$ cat src/sv/bcp_pkg.sv
//------------------------------------------------------------------------------
// bcp_pkg
// Shared types and constants for the bytecode container parser.
//------------------------------------------------------------------------------
package bcp_pkg;

	localparam logic [31:0] CRC_POLY = 32'hEDB88320;
	localparam logic [31:0] CRC_ONES = 32'hFFFFFFFF;
	localparam logic [7:0]  ID_CONST = 8'h01;
	localparam logic [7:0]  ID_VARS  = 8'h02;
	localparam logic [7:0]  ID_INSTR = 8'h03;
	localparam logic [7:0]  ID_FUNCS = 8'h04;

	// constant tags
	localparam logic [7:0]  TAG_NULL  = 8'h00;
	localparam logic [7:0]  TAG_BOOL  = 8'h01;
	localparam logic [7:0]  TAG_INT   = 8'h02;
	localparam logic [7:0]  TAG_FLOAT = 8'h03;
	localparam logic [7:0]  TAG_STR   = 8'h04;

	// record kinds
	localparam logic [3:0] RK_NULL   = 4'd0;
	localparam logic [3:0] RK_BOOL   = 4'd1;
	localparam logic [3:0] RK_INT    = 4'd2;
	localparam logic [3:0] RK_FLOAT  = 4'd3;
	localparam logic [3:0] RK_NLEN   = 4'd4;
	localparam logic [3:0] RK_NBYTE  = 4'd5;
	localparam logic [3:0] RK_VNEXT  = 4'd6;
	localparam logic [3:0] RK_VINDEX = 4'd7;
	localparam logic [3:0] RK_FADDR  = 4'd8;
	localparam logic [3:0] RK_INSTR  = 4'd9;
	localparam logic [3:0] RK_COUNT  = 4'd10;
	localparam logic [3:0] RK_STATUS = 4'd11;

	// sections
	localparam logic [2:0] SEC_HDR   = 3'd0;
	localparam logic [2:0] SEC_CONST = 3'd1;
	localparam logic [2:0] SEC_VARS  = 3'd2;
	localparam logic [2:0] SEC_INSTR = 3'd3;
	localparam logic [2:0] SEC_FUNCS = 3'd4;

	// status codes
	localparam logic [2:0] ST_OK       = 3'd0;
	localparam logic [2:0] ST_BAD_MAG  = 3'd1;
	localparam logic [2:0] ST_BAD_VER  = 3'd2;
	localparam logic [2:0] ST_CRC      = 3'd3;
	localparam logic [2:0] ST_BAD_SEC  = 3'd4;
	localparam logic [2:0] ST_BAD_TAG  = 3'd5;
	localparam logic [2:0] ST_TRUNC    = 3'd6;

	// config register indexes
	localparam logic [0:0] REG_MAGIC = 1'b0;
	localparam logic [0:0] REG_VER   = 1'b1;

	typedef enum logic [4:0] {
		P_MAGIC, P_VER, P_FLAGS, P_HCRC,
		P_C_ID, P_C_COUNT, P_C_TAG, P_C_BOOL, P_C_INT, P_C_FLOAT, P_C_SLEN, P_C_SBYTES,
		P_V_ID, P_V_COUNT, P_V_NEXT, P_V_SLEN, P_V_SBYTES, P_V_INDEX,
		P_F_ID, P_F_COUNT, P_F_SLEN, P_F_SBYTES, P_F_ADDR,
		P_I_ID, P_I_COUNT, P_I_OP, P_I_A, P_I_B, P_I_C,
		P_DONE, P_DRAIN
	} phase_t;

	typedef struct packed {
		logic [3:0]  kind;
		logic [2:0]  sec;
		logic [31:0] entry;
		logic [63:0] value;
		logic [7:0]  opcode;
		logic [31:0] opa;
		logic [31:0] opb;
		logic [31:0] opc;
		logic [2:0]  status;
		logic        last;
	} rec_t;

	// one byte of reflected CRC-32
	function automatic logic [31:0] crc_byte(input logic [31:0] c, input logic [7:0] b);
		logic [31:0] r;
		r = c ^ {24'd0, b};
		for (int i = 0; i < 8; i++) begin
			r = r[0] ? ((r >> 1) ^ CRC_POLY) : (r >> 1);
		end
		return r;
	endfunction

endpackage

$ cat src/sv/bytecode_container_parser_core.sv
//------------------------------------------------------------------------------
// bytecode_container_parser_core
// Byte-at-a-time parser of a bytecode container with header check and CRC-32.
//------------------------------------------------------------------------------
// Each record is registered in the output queue before the master side sees it.
// Throughput: one byte per cycle while the queue has room; a byte makes at most
// two records, and the second fills the two-entry queue, holding the slave side.
// Reset: arst_n clears parse state, the queue and both config registers.
// After each status record the parse state returns to its reset value.
module bytecode_container_parser_core import bcp_pkg::*; (
	input  logic         clk,
	input  logic         arst_n,
	// APB config
	input  logic         psel,
	input  logic         penable,
	input  logic         pwrite,
	input  logic [2:0]   paddr,
	input  logic [31:0]  pwdata,
	output logic [31:0]  prdata,
	output logic         pready,
	// byte stream in
	input  logic         s_tvalid,
	output logic         s_tready,
	input  logic [7:0]   s_tdata,   // [7:0] data_byte
	input  logic         s_tlast,   // end_of_buffer
	// record stream out
	output logic         m_tvalid,
	input  logic         m_tready,
	output logic [207:0] m_tdata,   // section[2:0] entry_number[34:3] value[98:35]
	                                // opcode[106:99] operand_a[138:107]
	                                // operand_b[170:139] operand_c[202:171]
	                                // status[205:203] zero pad[207:206]
	output logic [3:0]   m_tuser,   // record_kind[3:0]
	output logic         m_tlast    // last
);

	logic [31:0] magic_q, ver_q;
	phase_t      phase_q;
	logic [2:0]  fbc_q;
	logic [63:0] shift_q;
	logic [31:0] left_q, ecnt_q;
	logic [15:0] nleft_q;
	logic [31:0] crc_q, scrc_q;
	logic [2:0]  err_q;
	logic [7:0]  hop_q;
	logic [31:0] ha_q, hb_q;

	// config port
	assign pready = 1'b1;
	always_comb begin
		prdata = (paddr[2] == REG_VER) ? ver_q : magic_q;
	end
	always_ff @(posedge clk or negedge arst_n) begin
		if (!arst_n) begin
			magic_q <= '0;
			ver_q   <= '0;
		end else if (psel && penable && pwrite) begin
			if (paddr[2] == REG_MAGIC) magic_q <= pwdata;
			else ver_q <= pwdata;
		end
	end

	// output queue: two entries
	rec_t        q0_q, q1_q;
	logic [1:0]  qn_q;
	logic        acc, pop;
	assign s_tready = (qn_q == 2'd0) || (qn_q == 2'd1 && m_tready);
	assign acc = s_tvalid && s_tready;
	assign m_tvalid = qn_q != 2'd0;
	assign pop = m_tvalid && m_tready;
	assign m_tdata = {2'd0, q0_q.status, q0_q.opc, q0_q.opb, q0_q.opa, q0_q.opcode,
		q0_q.value, q0_q.entry, q0_q.sec};
	assign m_tuser = q0_q.kind;
	assign m_tlast = q0_q.last;

	// next-state of parser
	logic [7:0]  b;
	logic [63:0] asm_v;
	logic [2:0]  fbc_inc;
	phase_t      ph_n;
	logic [2:0]  fbc_n;
	logic [63:0] shift_n;
	logic [31:0] left_n, ecnt_n, crc_n, scrc_n, ha_n, hb_n;
	logic [15:0] nleft_n;
	logic [2:0]  err_n, st;
	logic [7:0]  hop_n;
	logic [3:0]  need;
	logic        full, e0, e1, fin;
	logic [3:0]  k0;
	logic [2:0]  sc0;
	logic [31:0] en0;
	logic [63:0] v0;
	logic        ins0;
	phase_t      fin_ent, fin_next;

	always_comb begin
		b = s_tdata;
		asm_v = shift_q | ({56'd0, b} << {fbc_q, 3'b000});
		fbc_inc = fbc_q + 3'd1;
		unique case (phase_q)
			P_C_INT, P_C_FLOAT: need = 4'd8;
			P_C_SLEN, P_V_SLEN, P_F_SLEN: need = 4'd2;
			default: need = 4'd4;
		endcase
		full = ({1'b0, fbc_inc} == need) || (need == 4'd8 && fbc_q == 3'd7);
		ph_n = phase_q; fbc_n = fbc_q; shift_n = shift_q; left_n = left_q;
		ecnt_n = ecnt_q; nleft_n = nleft_q; scrc_n = scrc_q; err_n = err_q;
		hop_n = hop_q; ha_n = ha_q; hb_n = hb_q;
		crc_n = (phase_q >= P_C_ID) ? crc_byte(crc_q, b) : crc_q;
		e0 = 1'b0; k0 = RK_NULL; sc0 = SEC_HDR; en0 = '0; v0 = '0; ins0 = 1'b0;
		fin = 1'b0; fin_ent = P_C_TAG; fin_next = P_V_ID;
		// field assembly for multi-byte phases
		if (phase_q == P_MAGIC || phase_q == P_VER || phase_q == P_FLAGS ||
		    phase_q == P_HCRC || phase_q == P_C_COUNT || phase_q == P_C_INT ||
		    phase_q == P_C_FLOAT || phase_q == P_C_SLEN || phase_q == P_V_COUNT ||
		    phase_q == P_V_NEXT || phase_q == P_V_SLEN || phase_q == P_V_INDEX ||
		    phase_q == P_F_COUNT || phase_q == P_F_SLEN || phase_q == P_F_ADDR ||
		    phase_q == P_I_COUNT || phase_q == P_I_A || phase_q == P_I_B ||
		    phase_q == P_I_C) begin
			if (full) begin
				shift_n = '0; fbc_n = '0;
			end else begin
				shift_n = asm_v; fbc_n = fbc_inc;
			end
		end
		unique case (phase_q)
			P_MAGIC: if (full) begin
				if (asm_v[31:0] != magic_q) begin err_n = ST_BAD_MAG; ph_n = P_DRAIN; end
				else ph_n = P_VER;
			end
			P_VER: if (full) begin
				if (asm_v[31:0] != ver_q) begin err_n = ST_BAD_VER; ph_n = P_DRAIN; end
				else ph_n = P_FLAGS;
			end
			P_FLAGS: if (full) ph_n = P_HCRC;
			P_HCRC: if (full) begin scrc_n = asm_v[31:0]; ph_n = P_C_ID; end
			P_C_ID: if (b == ID_CONST) ph_n = P_C_COUNT;
				else begin err_n = ST_BAD_SEC; ph_n = P_DRAIN; end
			P_C_COUNT: if (full) begin
				e0 = 1'b1; k0 = RK_COUNT; sc0 = SEC_CONST; v0 = asm_v;
				left_n = asm_v[31:0]; ecnt_n = '0;
				ph_n = (asm_v[31:0] != 0) ? P_C_TAG : P_V_ID;
			end
			P_C_TAG: unique case (b)
				TAG_NULL: begin
					e0 = 1'b1; k0 = RK_NULL; sc0 = SEC_CONST; en0 = ecnt_q; fin = 1'b1;
				end
				TAG_BOOL: ph_n = P_C_BOOL;
				TAG_INT: ph_n = P_C_INT;
				TAG_FLOAT: ph_n = P_C_FLOAT;
				TAG_STR: ph_n = P_C_SLEN;
				default: begin err_n = ST_BAD_TAG; ph_n = P_DRAIN; end
			endcase
			P_C_BOOL: begin
				e0 = 1'b1; k0 = RK_BOOL; sc0 = SEC_CONST; en0 = ecnt_q;
				v0 = {63'd0, b != 8'd0}; fin = 1'b1;
			end
			P_C_INT, P_C_FLOAT: if (full) begin
				e0 = 1'b1; k0 = (phase_q == P_C_INT) ? RK_INT : RK_FLOAT; sc0 = SEC_CONST;
				en0 = ecnt_q; v0 = asm_v; fin = 1'b1;
			end
			P_C_SLEN: if (full) begin
				e0 = 1'b1; k0 = RK_NLEN; sc0 = SEC_CONST; en0 = ecnt_q; v0 = {48'd0, asm_v[15:0]};
				nleft_n = asm_v[15:0];
				if (asm_v[15:0] != 0) ph_n = P_C_SBYTES; else fin = 1'b1;
			end
			P_C_SBYTES: begin
				e0 = 1'b1; k0 = RK_NBYTE; sc0 = SEC_CONST; en0 = ecnt_q; v0 = {56'd0, b};
				nleft_n = nleft_q - 16'd1;
				if (nleft_q == 16'd1) fin = 1'b1;
			end
			P_V_ID: if (b == ID_VARS) ph_n = P_V_COUNT;
				else begin err_n = ST_BAD_SEC; ph_n = P_DRAIN; end
			P_V_COUNT: if (full) begin
				e0 = 1'b1; k0 = RK_COUNT; sc0 = SEC_VARS; v0 = asm_v;
				left_n = asm_v[31:0]; ecnt_n = '0; ph_n = P_V_NEXT;
			end
			P_V_NEXT: if (full) begin
				e0 = 1'b1; k0 = RK_VNEXT; sc0 = SEC_VARS; v0 = asm_v;
				ph_n = (left_q != 0) ? P_V_SLEN : P_F_ID;
			end
			P_V_SLEN, P_F_SLEN: if (full) begin
				e0 = 1'b1; k0 = RK_NLEN; sc0 = (phase_q == P_V_SLEN) ? SEC_VARS : SEC_FUNCS;
				en0 = ecnt_q; v0 = {48'd0, asm_v[15:0]}; nleft_n = asm_v[15:0];
				if (phase_q == P_V_SLEN) ph_n = (asm_v[15:0] != 0) ? P_V_SBYTES : P_V_INDEX;
				else ph_n = (asm_v[15:0] != 0) ? P_F_SBYTES : P_F_ADDR;
			end
			P_V_SBYTES, P_F_SBYTES: begin
				e0 = 1'b1; k0 = RK_NBYTE; sc0 = (phase_q == P_V_SBYTES) ? SEC_VARS : SEC_FUNCS;
				en0 = ecnt_q; v0 = {56'd0, b}; nleft_n = nleft_q - 16'd1;
				if (nleft_q == 16'd1) ph_n = (phase_q == P_V_SBYTES) ? P_V_INDEX : P_F_ADDR;
			end
			P_V_INDEX: if (full) begin
				e0 = 1'b1; k0 = RK_VINDEX; sc0 = SEC_VARS; en0 = ecnt_q; v0 = asm_v;
				fin = 1'b1; fin_ent = P_V_SLEN; fin_next = P_F_ID;
			end
			P_F_ID: if (b == ID_FUNCS) ph_n = P_F_COUNT;
				else begin err_n = ST_BAD_SEC; ph_n = P_DRAIN; end
			P_F_COUNT: if (full) begin
				e0 = 1'b1; k0 = RK_COUNT; sc0 = SEC_FUNCS; v0 = asm_v;
				left_n = asm_v[31:0]; ecnt_n = '0;
				ph_n = (asm_v[31:0] != 0) ? P_F_SLEN : P_I_ID;
			end
			P_F_ADDR: if (full) begin
				e0 = 1'b1; k0 = RK_FADDR; sc0 = SEC_FUNCS; en0 = ecnt_q; v0 = asm_v;
				fin = 1'b1; fin_ent = P_F_SLEN; fin_next = P_I_ID;
			end
			P_I_ID: if (b == ID_INSTR) ph_n = P_I_COUNT;
				else begin err_n = ST_BAD_SEC; ph_n = P_DRAIN; end
			P_I_COUNT: if (full) begin
				e0 = 1'b1; k0 = RK_COUNT; sc0 = SEC_INSTR; v0 = asm_v;
				left_n = asm_v[31:0]; ecnt_n = '0;
				ph_n = (asm_v[31:0] != 0) ? P_I_OP : P_DONE;
			end
			P_I_OP: begin hop_n = b; ph_n = P_I_A; end
			P_I_A: if (full) begin ha_n = asm_v[31:0]; ph_n = P_I_B; end
			P_I_B: if (full) begin hb_n = asm_v[31:0]; ph_n = P_I_C; end
			P_I_C: if (full) begin
				e0 = 1'b1; k0 = RK_INSTR; sc0 = SEC_INSTR; en0 = ecnt_q; ins0 = 1'b1;
				fin = 1'b1; fin_ent = P_I_OP; fin_next = P_DONE;
			end
			default: ;
		endcase
		if (fin) begin
			ecnt_n = ecnt_q + 32'd1;
			left_n = left_q - 32'd1;
			ph_n = (left_q != 32'd1) ? fin_ent : fin_next;
		end
		// final status on the end mark
		e1 = s_tlast;
		if (err_n == ST_BAD_MAG || err_n == ST_BAD_VER) st = err_n;
		else if (ph_n < P_C_ID) st = ST_TRUNC;
		else if ((crc_n ^ CRC_ONES) != scrc_n) st = ST_CRC;
		else if (err_n != ST_OK) st = err_n;
		else if (ph_n != P_DONE) st = ST_TRUNC;
		else st = ST_OK;
	end

	rec_t r0, r1;
	always_comb begin
		r0 = '0;
		r0.kind = k0; r0.sec = sc0; r0.entry = en0; r0.value = v0;
		if (ins0) begin
			r0.opcode = hop_q; r0.opa = ha_q; r0.opb = hb_q; r0.opc = asm_v[31:0];
		end
		r1 = '0;
		r1.kind = RK_STATUS; r1.status = st; r1.last = 1'b1;
	end

	// parse state registers
	always_ff @(posedge clk or negedge arst_n) begin
		if (!arst_n) begin
			phase_q <= P_MAGIC; fbc_q <= '0; shift_q <= '0; left_q <= '0; ecnt_q <= '0;
			nleft_q <= '0; crc_q <= CRC_ONES; scrc_q <= '0; err_q <= ST_OK;
			hop_q <= '0; ha_q <= '0; hb_q <= '0;
		end else if (acc) begin
			if (s_tlast) begin
				phase_q <= P_MAGIC; fbc_q <= '0; shift_q <= '0; left_q <= '0; ecnt_q <= '0;
				nleft_q <= '0; crc_q <= CRC_ONES; scrc_q <= '0; err_q <= ST_OK;
				hop_q <= '0; ha_q <= '0; hb_q <= '0;
			end else begin
				phase_q <= ph_n; fbc_q <= fbc_n; shift_q <= shift_n; left_q <= left_n;
				ecnt_q <= ecnt_n; nleft_q <= nleft_n; crc_q <= crc_n; scrc_q <= scrc_n;
				err_q <= err_n; hop_q <= hop_n; ha_q <= ha_n; hb_q <= hb_n;
			end
		end
	end

	// output queue update: pop then push up to two records
	logic [1:0] np, base;
	rec_t       a0, a1, q0_n, q1_n;
	always_comb begin
		np = acc ? ({1'b0, e0} + {1'b0, e1}) : 2'd0;
		a0 = e0 ? r0 : r1;
		a1 = r1;
		base = qn_q - {1'b0, pop};
		q0_n = pop ? q1_q : q0_q;
		q1_n = q1_q;
		if (np != 2'd0) begin
			if (base == 2'd0) begin
				q0_n = a0;
				if (np == 2'd2) q1_n = a1;
			end else begin
				q1_n = a0;
			end
		end
	end
	always_ff @(posedge clk or negedge arst_n) begin
		if (!arst_n) qn_q <= '0;
		else qn_q <= base + np;
	end
	always_ff @(posedge clk) begin
		q0_q <= q0_n;
		q1_q <= q1_n;
	end

	// checks
	a_qmax: assert property (@(posedge clk) disable iff (!arst_n) qn_q <= 2'd2)
		else $error("queue overflow");
	a_ready: assert property (@(posedge clk) disable iff (!arst_n)
		(qn_q == 2'd2) |-> !s_tready) else $error("ready while queue full");
	a_reset_phase: assert property (@(posedge clk) disable iff (!arst_n)
		(acc && s_tlast) |=> (phase_q == P_MAGIC)) else $error("no restart after end");
	a_last_status: assert property (@(posedge clk) disable iff (!arst_n)
		(m_tvalid && m_tlast) |-> (q0_q.kind == RK_STATUS)) else $error("last on non-status");

endmodule
$ cat config.mk
export PLATFORM = sky130hd
export DESIGN_NAME = bytecode_container_parser_core
export DESIGN_NICKNAME = d
export VERILOG_FILES = /design/src/sv/bcp_pkg.sv /design/src/sv/bytecode_container_parser_core.sv
export SDC_FILE = /design/constraint.sdc
export NUM_CORES = 2
export LEC_CHECK = 0
export BUFFER_PORTS_ARGS = -buffer_cell sky130_fd_sc_hd__buf_2
export CORE_AREA = 8 8 299 301
export CTS_BUF_LIST = sky130_fd_sc_hd__clkbuf_16
export CTS_CLUSTER_SIZE = 14
export DETAILED_ROUTE_END_ITERATION = 8
export DIE_AREA = 0 0 307 309
export PLACE_DENSITY = 0.64
export RECOVER_POWER = 25
export SETUP_SLACK_MARGIN = 0.1
export SYNTH_ARGS = -nofsm -noshare
export SYNTH_HDL_FRONTEND = slang
export SYNTH_SLANG_ARGS = --single-unit
$ cat constraint.sdc
create_clock -name clk -period 19.6 [get_ports clk]
set_input_delay 0.98 -clock clk [delete_from_list [all_inputs] [get_ports clk]]
set_output_delay 0.98 -clock clk [all_outputs]
set_load 0.02 [all_outputs]
==> metrics.md <==
| Metric | Value |
|---|---|
| DRC | 0 |
| Fin crit share | 0.3989 |
| Fillers | between 7k and 8k |
| Final nets | 4,150 |
| Root Buffer | clkbuf_16 |
| Failing checks | capacitance limit, slew limit |
| Crit-path max FO | around 80 |
| Most common cell after layout, fill and taps aside | nand2_1 |
| Crit path max-delay cell type | clkbuf_1 |
| Dpl cells | 5,142 |
| Post-CTS Resized | 0 |
| First-pass GRT wire length | between 150,000 and 200,000 um |
| PwrDens | ~170 nW/um^2 |
| Num rows | between 100 and 150 |
| Via count | approximately 32k |
| Most frequent CP cell | clkbuf_1 |
| Critical Path Stages | 2 |
| Cells on worst reg2reg path | 15 |
| DP Wirelength | 80,540 um |
| Critical path cell sequence | clkbuf_1, clkbuf_1 |
| IR drop worst, VDD | about 110 uV |
| Antenna violations before repair | 5 |
| Layout cells sized above 1 | 0.1374 |
| Final TNS setup | 0 ns |
| Multi-input logic area | 16,990 sq um |
| GPL Wtd Cong | between 0.9 and 1 |
| Final Non-Filler Cells | between 5k and 6k |
| CTS Buffer Depth | 3 |
| Vias per inst | roughly 6 |
| Met3 WL | approximately 11,000 um |
| WS Path Type | in2async |
| I/O pin total | 299 |
| RSZ-0062 raised after global routing | no |
| Skew final | approximately 0.026 ns |
| Pins Over Slew Limit | 312 |
| RR Startpoint | phase_q[4] |
| Initial Util | 0.4467 |
| CTS buffer count | approximately 90 |
| Metal-1 WL | ~55,000 um |
| Worst Tran Pin Value | 4.719 ns |
| Reg2Reg Capture Point | m_tdata[166] |
| Setup Buffers After CTS | 0 |
| Delay-heaviest family, CP | buffers and inverters |
| Die area | around 95,000 sq um |
| CP bufs+invs | 2 |
| Worst setup path end | hb_q[3] |
| WHS | roughly 0.47 ns |
| Worst endpoint required time | slightly below 20 ns |
| FF+latch count, synth | 779 |
| Fin crit period | ~7.8 ns |
| Hold Crit Depth | 2 |
| Max Fclk | about 0.13 GHz |
| Area occupied by registers | just under 20,000 sq um |
| Cells after Synth | just under 4k |
| Clk_lat worst skew | about 0.66 ns |
| Seq/Total Area, Yosys | 0.5168 |
| Die W | just over 300 um |
| Antenna-violating nets left | 0 |
| IO buf count | approximately 290 |
| Data arrival time of the worst path | ~7.6 ns |
| DRT Pass-1 Iters | 5 |
| Synth Cell Area | between 30,000 and 40,000 sq um |
| Number of synthesized flops with an enable pin | roughly 210 |
| Core ar. | around 85,000 sq um |
| Top-area cell type share of the netlist area | 0.2152 |
| Worst hold-check path type | reg2reg |
| Area growth syn-to-layout | 14.32% |
| Max Cap Viol | 6 |
| Avg Cell Area, Syn | between 9 and 10 sq um |
| WL final | about 130,000 um |
| Final setup fails | 0 |
| DR top layer | met4 |
| H-tree depth | 3 |
| Top_reg_cell synth | dfrtp_1 |
| Vert. Die Dim | 309 um |
| Synth top area cells | dfrtp_1 (22%), edfxtp_1 (17%), dfxtp_1 (11%) |
| Largest net degree at the start of global routing | 152 |
| Avg WL per Cell | 23.82 um |
| Gr ovfl total | 0 |
| Setup crit end kind | async pin |
| CP peak stage delay | between 3 and 4 ns |
| DR iter-0 viols | roughly 3.5k |
| Met2 Routed Length | 56,230 um |
| Leading area contributor after synthesis | dfrtp_1 |
| Post-synth ARST share | 0.4583 |
| Slew headroom | -2.146 |
| CP Launch Point | arst_n |
| Number of global-route vias before repair | a little under 30k |
| Reg2reg setup slack | ~13 ns |
| CTS sink count | ~780 |
| Power, Total | around 0.0072 W |
| Setup crit start kind | primary input |
| Status | complete, but fails checks |
| Distinct cells, synth | between 80 and 90 |
| Clock transition at path regs | about 0.060 ns |
| Static leakage | 17.80 nW |
| Commonest non-fill, non-tap cells in the layout | nand2_1 (412), a21oi_1 (383), dfrtp_1 (325), nor2_1 (302), o21ai_0 (300) |
| Total GRT Usage | 0.2575 |
| CTS tree | done |
| Post-CTS Hold Fix Bufs | 0 |
| Ys Warns | 0 |
| Fin. Hold Viols | 0 |
## routing by layer
layer | track usage | vias to the layer above
li1 | - | 14570
met1 | 0.3661 | 15520
met2 | 0.3950 | 1391
met3 | 0.04806 | 225
met4 | 0.08733 | 0
met5 | 0 | -
## report_power, final
group          total [W]  leakage, nW  internal [W]  switching, W
sequential       0.00248         8.45       0.00218      0.000309
clock            0.00173         1.55       0.00102      0.000709
combinational    0.00303         7.81       0.00100       0.00203
## final cells by class
cell class	instances	area share
Multi-Input combinational cell	2777	0.3931
Clock buffer	89	0.05154
Antenna cell	6	0.0003475
Inverter	64	0.005733
Sequential cell	779	0.4520
Clock inverter	77	0.01859
Timing Repair Buffer	378	0.04552
Tap cell	1144	0.03312
## flip-flops by register name, indices dropped and copies added, names as in the netlist
signal and count:
q1_q 211, shift_q 64, hb_q 32, crc_q 32, ecnt_q 32, hop_q 8, err_q 3, ver_q 32
phase_q 5, m_tuser 4, m_tdata 206, fbc_q 3, nleft_q 16, m_tlast 1, left_q 32, qn_q 2
magic_q 32, ha_q 32, scrc_q 32
## tightest hold or removal path, cell delays in order, from the launching register on
cell and delay, ns:
dfrtp_1 0.33, nand2_1 0.04, o21ai_0 0.06
## worst min-delay path by stage
stage / from / end / slack (ns)
after global placement: scrc_q[2] / scrc_q[2] / 0.45
after floorplan: scrc_q[0] / scrc_q[0] / 0.44
after detailed placement: m_tdata[177] / m_tdata[177] / 0.46
final: scrc_q[23] / scrc_q[23] / 0.47
after global routing: m_tdata[18] / m_tdata[18] / 0.49
after CTS: arst_n / ecnt_q[5] / 0.34
## synthesized netlist by cell type (95+ instances only)
master and number:
a21oi_1 399, o21ai_0 300, dfxtp_1 211, nand3_1 147, edfxtp_1 211, dfrtp_1 325, nand2_1 416, and3_1 156
clkbuf_1 249, mux2_2 97, mux2i_1 171, a31oi_1 95, nor2_1 305
## through the flow
step	util	cell area [sq um]	setup slack, ns
after floorplan	-	37800	5.831
after global placement	0.4769	40350	12.85
after detailed placement	0.4769	40350	12.81
after CTS	0.5127	43380	12.79
after global routing	0.5105	43200	10.34
final	0.5107	43210	11.78
## kinds of logic (layout without fill, tap and decap cells)
group | after synthesis | after routing | share of synthesized area
compound gates | 1061 | 1061 | 0.1622
simple gates | 1328 | 1328 | 0.1741
mux | 269 | 269 | 0.07478
flops | 779 | 779 | 0.5168
other cells | 2 | 9 | 0.0001987
buf+inv | 367 | 608 | 0.03760
fa+ha+maj | 11 | 11 | 0.003641
xor+xnor | 105 | 105 | 0.03072
No activity file was read; power rests on OpenSTA's default activity.
